--- src/hw/rtl/pid_speed_controller_unit_defines.svh ---
// Assertion macros shared by the speed controller RTL.
`ifndef PID_SPEED_CONTROLLER_UNIT_DEFINES_SVH
`define PID_SPEED_CONTROLLER_UNIT_DEFINES_SVH

// Same-cycle implication, sampled on i_clk, off while in reset.
`define PSC_ASSERT_IMP(name, ante, cons, msg) \
    name: assert property (@(posedge i_clk) disable iff (!i_rst_n) (ante) |-> (cons)) \
        else $error(msg);

// Next-cycle implication, sampled on i_clk, off while in reset.
`define PSC_ASSERT_NXT(name, ante, cons, msg) \
    name: assert property (@(posedge i_clk) disable iff (!i_rst_n) (ante) |=> (cons)) \
        else $error(msg);

`endif

--- src/hw/rtl/psc_pkg.sv ---
// Types and constants of the PID speed controller.
package psc_pkg;

    localparam int GAIN_W    = 16;
    localparam int IN_W      = 16;
    localparam int TIME_W    = 32;
    localparam int ERR_W     = 17;
    localparam int DERR_W    = 18;
    localparam int DK_W      = 28;   // error difference times 1000
    localparam int DER_W     = 29;   // derivative, per second
    localparam int INTEG_W   = 48;
    localparam int INTEG_SUM_W = 50;
    localparam int MC_W      = 48;   // multiplicand, signed
    localparam int MP_W      = 32;   // multiplier, unsigned, one bit per cycle
    localparam int PHI_W     = 49;   // upper product half
    localparam int PROD_W    = 64;
    localparam int DIV_W     = 64;   // dividend / quotient shift register
    localparam int REM_W     = 32;
    localparam int SUM_W     = 57;
    localparam int OUT_W     = 16;
    localparam int CNT_W     = 6;
    localparam int CFG_IDX_W = 2;

    localparam logic [CNT_W-1:0] MUL_LAST = CNT_W'(MP_W - 1);
    localparam logic [CNT_W-1:0] DIV_LAST = CNT_W'(DIV_W - 1);

    localparam logic [REM_W-1:0] MS_PER_SECOND = REM_W'(1000);

    localparam logic [GAIN_W-1:0] P_GAIN_RST = GAIN_W'(256);
    localparam logic [GAIN_W-1:0] I_GAIN_RST = GAIN_W'(128);
    localparam logic [GAIN_W-1:0] D_GAIN_RST = GAIN_W'(3);

    localparam logic [INTEG_W-1:0] INTEG_MAX = {1'b0, {(INTEG_W-1){1'b1}}};
    localparam logic [INTEG_W-1:0] INTEG_MIN = {1'b1, {(INTEG_W-1){1'b0}}};

    localparam logic [OUT_W-1:0] DRIVE_MAX = {1'b0, {(OUT_W-1){1'b1}}};
    localparam logic [OUT_W-1:0] DRIVE_MIN = {1'b1, {(OUT_W-1){1'b0}}};

    localparam logic [CFG_IDX_W-1:0] REG_P_GAIN = CFG_IDX_W'(0);
    localparam logic [CFG_IDX_W-1:0] REG_I_GAIN = CFG_IDX_W'(1);
    localparam logic [CFG_IDX_W-1:0] REG_D_GAIN = CFG_IDX_W'(2);

    typedef enum logic [13:0] {
        S_IDLE   = 14'b00000000000001,
        S_MUL_E  = 14'b00000000000010,  // error * dt
        S_INTEG  = 14'b00000000000100,
        S_MUL_I  = 14'b00000000001000,  // i_gain * integral
        S_DSET_I = 14'b00000000010000,
        S_DIV_I  = 14'b00000000100000,  // / 1000
        S_DSET_D = 14'b00000001000000,
        S_DIV_D  = 14'b00000010000000,  // error diff * 1000 / dt
        S_MSET_P = 14'b00000100000000,
        S_MUL_P  = 14'b00001000000000,  // p_gain * error
        S_MSET_D = 14'b00010000000000,
        S_MUL_D  = 14'b00100000000000,  // d_gain * derivative
        S_SUM    = 14'b01000000000000,
        S_OUT    = 14'b10000000000000
    } t_state;

endpackage

--- src/hw/rtl/pid_speed_controller_unit.sv ---
// PID speed controller with a bit-serial multiplier and divider.
//
//  channel | handshake                   | words
//  --------+-----------------------------+-------------------------------------
//  in      | i_in_valid / o_in_stall     | i_target, i_measured, i_time_ms
//  out     | o_out_valid / i_out_stall   | o_drive, o_clipped, o_zero_interval
//  cfg     | i_cfg_we                    | i_cfg_index, i_cfg_data
//
// One word runs from accept to result through four passes of the
// radix-2 multiplier, two of the restoring divider and seven further
// steps. The sequencer is back in idle as the result loads and takes no
// new word before then. A new input word is taken while the previous
// result still waits in the output register; a stalled output holds the
// sequencer in its last state. Reset (synchronous, active low) clears
// the gains to defaults, the stored time, error and integral, and the
// sequencer.
`include "pid_speed_controller_unit_defines.svh"

module pid_speed_controller_unit #(
    parameter int GAIN_FRAC_BITS = 8
) (
    input  logic                          i_clk,
    input  logic                          i_rst_n,
    input  logic                          i_cfg_we,
    input  logic [psc_pkg::CFG_IDX_W-1:0] i_cfg_index,
    input  logic [psc_pkg::GAIN_W-1:0]    i_cfg_data,
    input  logic                          i_in_valid,
    output logic                          o_in_stall,
    input  logic [psc_pkg::IN_W-1:0]      i_target,
    input  logic [psc_pkg::IN_W-1:0]      i_measured,
    input  logic [psc_pkg::TIME_W-1:0]    i_time_ms,
    output logic                          o_out_valid,
    input  logic                          i_out_stall,
    output logic [psc_pkg::OUT_W-1:0]     o_drive,
    output logic                          o_clipped,
    output logic                          o_zero_interval
);
    import psc_pkg::*;

    localparam int SHR_W = SUM_W - GAIN_FRAC_BITS;

    // control and architectural state
    t_state              r_state, n_state;
    logic [CNT_W-1:0]    r_cnt, n_cnt;
    logic [GAIN_W-1:0]   r_p_gain, n_p_gain;
    logic [GAIN_W-1:0]   r_i_gain, n_i_gain;
    logic [GAIN_W-1:0]   r_d_gain, n_d_gain;
    logic [TIME_W-1:0]   r_last_time, n_last_time;
    logic [INTEG_W-1:0]  r_integ, n_integ;
    logic [ERR_W-1:0]    r_last_err, n_last_err;
    logic                r_out_valid, n_out_valid;

    // datapath
    logic [TIME_W-1:0]   r_dt, n_dt;
    logic [ERR_W-1:0]    r_err, n_err;
    logic [DERR_W-1:0]   r_derr, n_derr;
    logic                r_zero, n_zero;
    logic [DER_W-1:0]    r_deriv, n_deriv;
    logic [SUM_W-1:0]    r_acc, n_acc;
    logic [MC_W-1:0]     r_mcand, n_mcand;
    logic [MP_W-1:0]     r_mplr, n_mplr;
    logic [PHI_W-1:0]    r_phi, n_phi;
    logic [DIV_W-1:0]    r_dq, n_dq;
    logic [REM_W-1:0]    r_rem, n_rem;
    logic [REM_W-1:0]    r_dvs, n_dvs;
    logic                r_neg, n_neg;
    logic [OUT_W-1:0]    r_drive, n_drive;
    logic                r_clipped, n_clipped;
    logic                r_zero_out, n_zero_out;

    // shared combinational pieces
    logic [PHI_W-1:0]       mul_add;
    logic [PROD_W-1:0]      prod;
    logic [REM_W:0]         div_shift;
    logic [REM_W+1:0]       div_sub;
    logic                   div_ge;
    logic [DIV_W-1:0]       quot;
    logic [ERR_W-1:0]       in_err;
    logic [TIME_W-1:0]      in_dt;
    logic [INTEG_SUM_W-1:0] integ_sum;
    logic [INTEG_W-1:0]     integ_sat;
    logic [DK_W-1:0]        dk_x;
    logic [DK_W-1:0]        dk;
    logic [DK_W-1:0]        dk_mag;
    logic [SHR_W-1:0]       shr;
    logic [SHR_W-OUT_W:0]   shr_top;
    logic                   clip;
    logic                   in_acc;
    logic                   out_free;

    assign o_in_stall      = (r_state != S_IDLE);
    assign in_acc          = i_in_valid && !o_in_stall;
    assign out_free        = !r_out_valid || !i_out_stall;
    assign o_out_valid     = r_out_valid;
    assign o_drive         = r_drive;
    assign o_clipped       = r_clipped;
    assign o_zero_interval = r_zero_out;

    // multiplier: add on multiplier LSB, then shift the pair right
    assign mul_add = r_phi + (r_mplr[0] ? {r_mcand[MC_W-1], r_mcand} : '0);
    assign prod    = {r_phi[PROD_W-MP_W-1:0], r_mplr};

    // divider: one restoring step per cycle
    assign div_shift = {r_rem, r_dq[DIV_W-1]};
    assign div_sub   = {1'b0, div_shift} - {2'b00, r_dvs};
    assign div_ge    = !div_sub[REM_W+1];
    assign quot      = r_neg ? (~r_dq + DIV_W'(1)) : r_dq;

    assign in_err = {i_target[IN_W-1], i_target} - {i_measured[IN_W-1], i_measured};
    assign in_dt  = i_time_ms - r_last_time;

    assign integ_sum = {{(INTEG_SUM_W-INTEG_W){r_integ[INTEG_W-1]}}, r_integ}
                     + prod[INTEG_SUM_W-1:0];
    always_comb begin
        if (!integ_sum[INTEG_SUM_W-1] && (integ_sum[INTEG_SUM_W-2:INTEG_W-1] != '0)) begin
            integ_sat = INTEG_MAX;
        end else if (integ_sum[INTEG_SUM_W-1]
                     && (integ_sum[INTEG_SUM_W-2:INTEG_W-1] != '1)) begin
            integ_sat = INTEG_MIN;
        end else begin
            integ_sat = integ_sum[INTEG_W-1:0];
        end
    end

    // x*1000 = x*1024 - x*16 - x*8
    assign dk_x   = {{(DK_W-DERR_W){r_derr[DERR_W-1]}}, r_derr};
    assign dk     = (dk_x << 10) - (dk_x << 4) - (dk_x << 3);
    assign dk_mag = dk[DK_W-1] ? (~dk + DK_W'(1)) : dk;

    // arithmetic shift right is the floor; clip when the top bits disagree
    assign shr     = r_acc[SUM_W-1:GAIN_FRAC_BITS];
    assign shr_top = shr[SHR_W-1:OUT_W-1];
    assign clip    = !((&shr_top) || !(|shr_top));

    always_comb begin
        n_state     = r_state;
        n_cnt       = r_cnt;
        n_p_gain    = r_p_gain;
        n_i_gain    = r_i_gain;
        n_d_gain    = r_d_gain;
        n_last_time = r_last_time;
        n_integ     = r_integ;
        n_last_err  = r_last_err;
        n_out_valid = r_out_valid && i_out_stall;
        n_dt        = r_dt;
        n_err       = r_err;
        n_derr      = r_derr;
        n_zero      = r_zero;
        n_deriv     = r_deriv;
        n_acc       = r_acc;
        n_mcand     = r_mcand;
        n_mplr      = r_mplr;
        n_phi       = r_phi;
        n_dq        = r_dq;
        n_rem       = r_rem;
        n_dvs       = r_dvs;
        n_neg       = r_neg;
        n_drive     = r_drive;
        n_clipped   = r_clipped;
        n_zero_out  = r_zero_out;

        if (i_cfg_we) begin
            unique case (i_cfg_index)
                REG_P_GAIN: n_p_gain = i_cfg_data;
                REG_I_GAIN: n_i_gain = i_cfg_data;
                REG_D_GAIN: n_d_gain = i_cfg_data;
                default: ;
            endcase
        end

        unique case (r_state)
            S_IDLE: begin
                if (in_acc) begin
                    n_last_time = i_time_ms;
                    n_dt        = in_dt;
                    n_err       = in_err;
                    n_zero      = (in_dt == '0);
                    n_mcand     = {{(MC_W-ERR_W){in_err[ERR_W-1]}}, in_err};
                    n_mplr      = in_dt;
                    n_phi       = '0;
                    n_cnt       = '0;
                    n_state     = S_MUL_E;
                end
            end
            S_MUL_E, S_MUL_I, S_MUL_P, S_MUL_D: begin
                n_phi  = {mul_add[PHI_W-1], mul_add[PHI_W-1:1]};
                n_mplr = {mul_add[0], r_mplr[MP_W-1:1]};
                n_cnt  = r_cnt + CNT_W'(1);
                if (r_cnt == MUL_LAST) begin
                    unique case (r_state)
                        S_MUL_E: n_state = S_INTEG;
                        S_MUL_I: n_state = S_DSET_I;
                        S_MUL_P: n_state = S_MSET_D;
                        default: n_state = S_SUM;
                    endcase
                end
            end
            S_INTEG: begin
                n_integ    = integ_sat;
                n_derr     = {r_err[ERR_W-1], r_err} - {r_last_err[ERR_W-1], r_last_err};
                n_last_err = r_err;
                n_mcand    = integ_sat;
                n_mplr     = {{(MP_W-GAIN_W){1'b0}}, r_i_gain};
                n_phi      = '0;
                n_cnt      = '0;
                n_state    = S_MUL_I;
            end
            S_DSET_I: begin
                n_neg   = prod[PROD_W-1];
                n_dq    = prod[PROD_W-1] ? (~prod + PROD_W'(1)) : prod;
                n_rem   = '0;
                n_dvs   = MS_PER_SECOND;
                n_cnt   = '0;
                n_state = S_DIV_I;
            end
            S_DIV_I, S_DIV_D: begin
                n_rem = div_ge ? div_sub[REM_W-1:0] : div_shift[REM_W-1:0];
                n_dq  = {r_dq[DIV_W-2:0], div_ge};
                n_cnt = r_cnt + CNT_W'(1);
                if (r_cnt == DIV_LAST) begin
                    n_state = (r_state == S_DIV_I) ? S_DSET_D : S_MSET_P;
                end
            end
            S_DSET_D: begin
                n_acc   = quot[SUM_W-1:0];
                n_neg   = dk[DK_W-1];
                n_dq    = {{(DIV_W-DK_W){1'b0}}, dk_mag};
                n_rem   = '0;
                n_dvs   = r_dt;
                n_cnt   = '0;
                n_state = S_DIV_D;
            end
            S_MSET_P: begin
                // zero interval: the divider ran on a zero divisor, drop it
                n_deriv = r_zero ? '0 : quot[DER_W-1:0];
                n_mcand = {{(MC_W-ERR_W){r_err[ERR_W-1]}}, r_err};
                n_mplr  = {{(MP_W-GAIN_W){1'b0}}, r_p_gain};
                n_phi   = '0;
                n_cnt   = '0;
                n_state = S_MUL_P;
            end
            S_MSET_D: begin
                n_acc   = r_acc + prod[SUM_W-1:0];
                n_mcand = {{(MC_W-DER_W){r_deriv[DER_W-1]}}, r_deriv};
                n_mplr  = {{(MP_W-GAIN_W){1'b0}}, r_d_gain};
                n_phi   = '0;
                n_cnt   = '0;
                n_state = S_MUL_D;
            end
            S_SUM: begin
                n_acc   = r_acc + prod[SUM_W-1:0];
                n_state = S_OUT;
            end
            S_OUT: begin
                if (out_free) begin
                    n_drive     = clip ? (shr[SHR_W-1] ? DRIVE_MIN : DRIVE_MAX)
                                       : shr[OUT_W-1:0];
                    n_clipped   = clip;
                    n_zero_out  = r_zero;
                    n_out_valid = 1'b1;
                    n_state     = S_IDLE;
                end
            end
            default: n_state = S_IDLE;
        endcase
    end

    always_ff @(posedge i_clk) begin
        if (!i_rst_n) begin
            r_state     <= S_IDLE;
            r_cnt       <= '0;
            r_p_gain    <= P_GAIN_RST;
            r_i_gain    <= I_GAIN_RST;
            r_d_gain    <= D_GAIN_RST;
            r_last_time <= '0;
            r_integ     <= '0;
            r_last_err  <= '0;
            r_out_valid <= 1'b0;
        end else begin
            r_state     <= n_state;
            r_cnt       <= n_cnt;
            r_p_gain    <= n_p_gain;
            r_i_gain    <= n_i_gain;
            r_d_gain    <= n_d_gain;
            r_last_time <= n_last_time;
            r_integ     <= n_integ;
            r_last_err  <= n_last_err;
            r_out_valid <= n_out_valid;
        end
    end

    always_ff @(posedge i_clk) begin
        r_dt       <= n_dt;
        r_err      <= n_err;
        r_derr     <= n_derr;
        r_zero     <= n_zero;
        r_deriv    <= n_deriv;
        r_acc      <= n_acc;
        r_mcand    <= n_mcand;
        r_mplr     <= n_mplr;
        r_phi      <= n_phi;
        r_dq       <= n_dq;
        r_rem      <= n_rem;
        r_dvs      <= n_dvs;
        r_neg      <= n_neg;
        r_drive    <= n_drive;
        r_clipped  <= n_clipped;
        r_zero_out <= n_zero_out;
    end

    `PSC_ASSERT_NXT(a_accept_starts, in_acc, r_state == S_MUL_E,
                    "accepted word did not start")
    `PSC_ASSERT_IMP(a_rem_below_dvs,
                    (r_state == S_DIV_I || r_state == S_DIV_D) && (r_dvs != '0),
                    r_rem < r_dvs, "divider remainder out of range")
    `PSC_ASSERT_NXT(a_zero_deriv, r_state == S_MSET_P && r_zero, r_deriv == '0,
                    "derivative not zero on zero interval")
    `PSC_ASSERT_IMP(a_valid_from_out, $rose(r_out_valid), $past(r_state == S_OUT),
                    "result word outside output state")

endmodule

--- config.mk ---
export PLATFORM = sky130hd
export DESIGN_NAME = pid_speed_controller_unit
export DESIGN_NICKNAME = d
export VERILOG_FILES = /design/src/hw/rtl/psc_pkg.sv /design/src/hw/rtl/pid_speed_controller_unit.sv
export VERILOG_INCLUDE_DIRS = /design/src /design/src/hw/rtl
export SDC_FILE = /design/constraint.sdc
export NUM_CORES = 2
export LEC_CHECK = 0
export BUFFER_PORTS_ARGS = -buffer_cell sky130_fd_sc_hd__buf_2
export CAP_MARGIN = 5
export CORE_MARGIN = 4
export CORE_UTILIZATION = 41
export DETAILED_ROUTE_END_ITERATION = 16
export PLACE_DENSITY_LB_ADDON = 0.3
export SLEW_MARGIN = 15
export SYNTH_ARGS = -nofsm -noshare
export SYNTH_HDL_FRONTEND = slang
export SYNTH_SLANG_ARGS = --single-unit
export TNS_END_PERCENT = 30
--- constraint.sdc ---
create_clock -name i_clk -period 7.89 [get_ports i_clk]
set_input_delay 1.1835 -clock i_clk [delete_from_list [all_inputs] [get_ports i_clk]]
set_output_delay 1.1835 -clock i_clk [all_outputs]
set_load 0.01 [all_outputs]
# Word-level counts from Yosys, hierarchy flattened
# Index checks and enable logic that the tools add are counted.
# W data, S select, Z words.
[classes]
n_addsub = 13
n_eq_ne = 24
mux = 31
n_bitwise = 3
reduce_logical = 43
[ops]
columns = ["cell", "n"]
rows = [
  ["$pmux W48 S4", 1],
  ["$pmux W64 S3", 1],
  ["$pmux W32 S5", 1],
  ["$pmux W49 S3", 1],
  ["$mux W48", 3],
  ["$pmux W14 S10", 1],
  ["$pmux W32 S2", 2],
  ["$pmux W57 S2", 1],
  ["$mux W49", 2],
  ["$add A64 B1 Y64 const B", 1],
  ["$mux W32", 2],
  ["$mux W64", 1],
  ["$not A64 Y64", 1],
  ["$add A57 B1 Y57 const B", 1],
  ["$add A57 B57 Y57", 1],
  ["$mux W57", 1],
  ["$not A57 Y57", 1],
  ["$mux W14", 4],
  ["$sub A28 B28 Y28", 2],
  ["$add A50 B50 Y50", 1],
  ["$add A49 B49 Y49", 1],
  ["$pmux W13 S3", 1],
  ["$reduce_and A34 Y1", 1],
  ["$reduce_or A34 Y1", 1],
  ["other kinds (50)", 81],
]
[word_totals]
ff_bits = 596
in_bits = 87

# Logic depth before layout (Yosys ltp)
[logic_depth]
word_depth = 6
mapped_depth = 16

# Worst setup path before layout
# No wires, ideal clock.
[synth_timing]
path_kind = "register -> register"
startpoint = "register r_state[6]"
endpoint = "register r_cnt[5]"
setup_time_ns = 0.132
t_arrival_ns = 6.071
t_required_ns = 7.758
path_slack_ns = 1.687
path_stages_with_launch = 10
n_path_buf = 1
cell_sequence = "dfxtp_1 clkbuf_1 or2_2 nand2_1 o211ai_1 o31a_1 nor2_1 nor2_1 o21ai_0 a21oi_1"
[synth_between]
elab_chain_len = 5
word_cells_on_any_way = 21
cone_classes = "eq/ne: 14; mux: 1; reduce/logical: 6"
[synth_lines]
columns = ["element", "line", "text"]
rows = [
  ["start, declared", "pid_speed_controller_unit.sv:43", "t_state r_state, n_state;"],
  ["start signal, assigned", "pid_speed_controller_unit.sv:280", "r_state <= n_state;"],
  ["branches (longest 5 deep; another with $eq A14 B6 Y1)", "--", ""],
  ["end signal, assigned", "pid_speed_controller_unit.sv:281", "r_cnt <= n_cnt;"],
  ["end, declared", "pid_speed_controller_unit.sv:44", "logic [CNT_W-1:0] r_cnt, n_cnt;"],
]
# Several ways; the timed one is not identified.
# A chain may end at the register's enable or synchronous reset.

# Worst setup path in the final report
[layout_timing]
startpoint = "register r_mplr[0]"
endpoint = "register r_integ[38]"
[layout_between]
elab_chain_len = 5
word_cells_on_any_way = 8
cone_classes = "add/sub: 1; eq/ne: 1; mux: 2; reduce/logical: 4"
[layout_lines]
columns = ["element", "line", "text"]
rows = [
  ["start, declared", "pid_speed_controller_unit.sv:61", "logic [MP_W-1:0] r_mplr, n_mplr;"],
  ["start signal, assigned", "pid_speed_controller_unit.sv:300", "r_mplr <= n_mplr;"],
  ["$add A50 B50 Y50 (*)", "pid_speed_controller_unit.sv:113", "+ prod[INTEG_SUM_W-1:0];"],
  ["$ne A2 B2 Y1", "pid_speed_controller_unit.sv:118", "&& (integ_sum[INTEG_SUM_W-2:INTEG_W-1] != '1)) begin"],
  ["$logic_and A1 B1 Y1", "pid_speed_controller_unit.sv:118", ""],
  ["$mux W48", "pid_speed_controller_unit.sv:117", "end else if (integ_sum[INTEG_SUM_W-1]"],
  ["$mux W48 (*)", "pid_speed_controller_unit.sv:115", "if (!integ_sum[INTEG_SUM_W-1] && (integ_sum[INTEG_SUM_W-2:INTEG_W-1] != '0)) begin"],
  ["end signal, assigned", "pid_speed_controller_unit.sv:286", "r_integ <= n_integ;"],
  ["end, declared", "pid_speed_controller_unit.sv:49", "logic [INTEG_W-1:0] r_integ, n_integ;"],
]
# Mark *: on every way between the ends. The rest lies on a longest branch, timed or not.

==> impl_metrics.ini <==
[run_status]
status = finished clean

[power]
ir_drop_mv = 0.163
power_density_nw_per_um2 = 201
leakagePower_nw = 17.9

[logic_synthesis]
yosysMostFrequentCell = nand2_1
synth_warnings = 0
synth_xor_area_frac = 0.0776
synthDistinctLibCells = 91
netlist.area_leader.share = 0.314
ys_seq_area_frac = 0.395
synth_top_family_by_area = compound AO/OA/AOI/OAI gates
ys_ff_latch = 595
synth_area_leaders = edfxtp_1 (31%), ha_1 (8.7%), dfxtp_1 (8.1%)
synth_area_um2 = 41000
synth_edf_count = 429
synth_area_leader_cell = edfxtp_1
synth_simple_gate_area_frac = 0.179
netlist_top_cells_count = nand2_1 (646), edfxtp_1 (429), a21oi_1 (423)
synthCells = 4622
synth-compound-area-share = 0.208
synth.avg_cell_area_um2 = 8.87
synth_ff_type = edfxtp_1
synth_fp_nets = 5011
synthAdderAreaFrac = 0.0955
synth_mux_area_frac = 0.00779
async_reset_ff_frac = 0

[routing]
first_pass_iters = 6
highest_layer = met5
wl_met2_um = 56800
wl_met1_um = 53600
vias = 34800
routed_wl_um = 122000
wire_per_inst_um = 20.3
ant_nets = 0
drc_errors = 0
route.met3.wl_um = 6930
initialDrtViolationCount = 3322
post_drt_via_cell_ratio = 5.81

[worst_setup_path]
cpPeakStageDelay_ns = 0.81
worstPathCellList = buf_4 -> ha_1 -> fa_1 -> a211oi_1 -> o21ai_0 -> a21oi_1 -> a21oi_1 -> and3b_1 -> o211a_1 -> o21ai_0 -> nand2_1 -> a21oi_2 -> nand2_1 -> buf_4 -> a31oi_1
slowest_stage = a21oi_2
required_ns = 8.42
critPathBufInv = 2
critical_path.top_delay_family = compound AO/OA/AOI/OAI gates
crit_arrival_ns = 5.87
worstSetupEndpointType = flop
critPathLaunchType = flop
crit_fanout = 53
crit_type = flop to flop

[clocking]
cts.clk_slew.worst_paths_ns = 0.06
cts_tree = built
cts_buffers = 69
cts_setup_buffers = 0
clockRootBuffer = clkbuf_16
hold_buffers = 0
cts_num_sinks = 595
clk_path_buf_depth = 3
htree_num_levels = 3
post_cts_resized = 0
clkLatencyLatePin_ns = 0.64

[die]
die-area_um2 = 105000
row_count = 115
num_io_pins = 107
start_util = 0.415
coreArea_um2 = 98900
dieWidth_um = 324
die_h_um = 324

[cells_and_area]
nets = 5038
area_growth_pct = 10.1
diodes = 0
final_area_um2 = 45100
drive_gt1_frac = 0.0714
final_util = 0.456

[timing]
setup_viol_count_final = 0
fin_skew_ns = 0.0335
period_needed_ns = 5.33
worstMarginPinSlew_ns = 1.17
tns_ns = 0
slew_headroom = 0.214
rsz0062_at_grt = false
min_period_over_period = 0.676
drv_slew = 0
max_freq_mhz = 187
timing_hold_violations_final = 0

[placed_design]
portBuffers = 106
placed_area_um2 = 42800
gp_congestion = 0.944
dp_hpwl_um = 91400

[global_route]
grt_pass1_wl_um = 188000
antenna_found_initial = 1
grt_overflow = 0
grt_pass1_vias = 32800
grt_max_degree = 91
grt_usage = 0.226

[worst_hold_path]
hold_class = flop to flop

[run]
maxCapViolations = 0
==> through the flow <==
stage	total power (W)	cells	worst slack (ns)	hold WS, ns
floorplan	0.00521	4622	1.69	0.432
global route	0.00947	5991	2.29	0.468
CTS	0.00910	5991	2.70	0.451
global placement	0.00579	5865	2.70	0.437
finish	0.00906	5991	2.56	0.449
detailed placement	0.00580	5865	2.60	0.443
==> state kept, by name (all words and copies together) (netlist names), 6 cells and up <==
name	flops
r_last_err	17
r_integ	48
r_dt	32
r_p_gain	16
r_cnt	6
r_deriv	29
r_last_time	32
r_mplr	32
r_err	17
r_state	14
o_drive	16
r_dvs	32
r_acc	57
r_d_gain	16
r_i_gain	16
r_mcand	48
r_rem	32
r_phi	48
r_dq	64
r_derr	18
==> report_power, final <==
part           total [W]  switching [W]  internal (W)
Combinational    0.00195        0.00120      0.000750
Sequential       0.00383       0.000232       0.00360
Clock            0.00328        0.00136       0.00192
==> placed cells by master, fill, tap and decap left out, drive strengths merged, types with 93 or more instances in the layout <==
| master | instances |
|---|---|
| buf | 147 |
| and2 | 93 |
| nand2 | 647 |
| ha | 284 |
| a21oi | 424 |
| xor2 | 179 |
| inv | 220 |
| nor2 | 337 |
| dfxtp | 166 |
| xnor2 | 184 |
| a21o | 151 |
| o21ai | 336 |
| edfxtp | 429 |
==> path summary, 6_finish.rpt <==
check	startpoint	endpoint	slack, ns	depth (start not counted)
min reg2reg	r_last_time[8]	r_last_time[8]	0.45	2
max reg2reg	r_mplr[0]	r_integ[38]	2.56	15
max	r_mplr[0]	r_integ[38]	2.56	15
min	r_last_time[8]	r_last_time[8]	0.45	2
==> worst min-delay path, cell delays in order, from the launching register on <==
cell and delay, ns:
dfxtp_1 0.30, nand2_1 0.05, a21oi_1 0.05
==> layer usage <==
metal,GRT usage,vias up
li1,-,16800
met1,0.304,16700
met2,0.376,1089
met3,0.0278,198
met4,0.0831,2
met5,0,-
==> logic make-up after synthesis <==
group | count (synthesis)
AND/OR/NAND/NOR | 1561
AO/OA/AOI/OAI | 1362
flip-flops | 595
buffers and inverters | 408
XOR/XNOR | 363
adder cells (fa/ha/maj) | 302
multiplexers | 31
==> area by class of cell <==
cell class / instances / area, um2
inverters: 217 / 817
clock inverters: 40 / 379
well taps: 1287 / 1610
clock buffers: 86 / 1910
fillers: 9432 / 53700
multi-input cells: 3619 / 23300
repair buffers: 147 / 838
flip-flops and latches: 595 / 16200
Power figures use the tool's default switching activity.
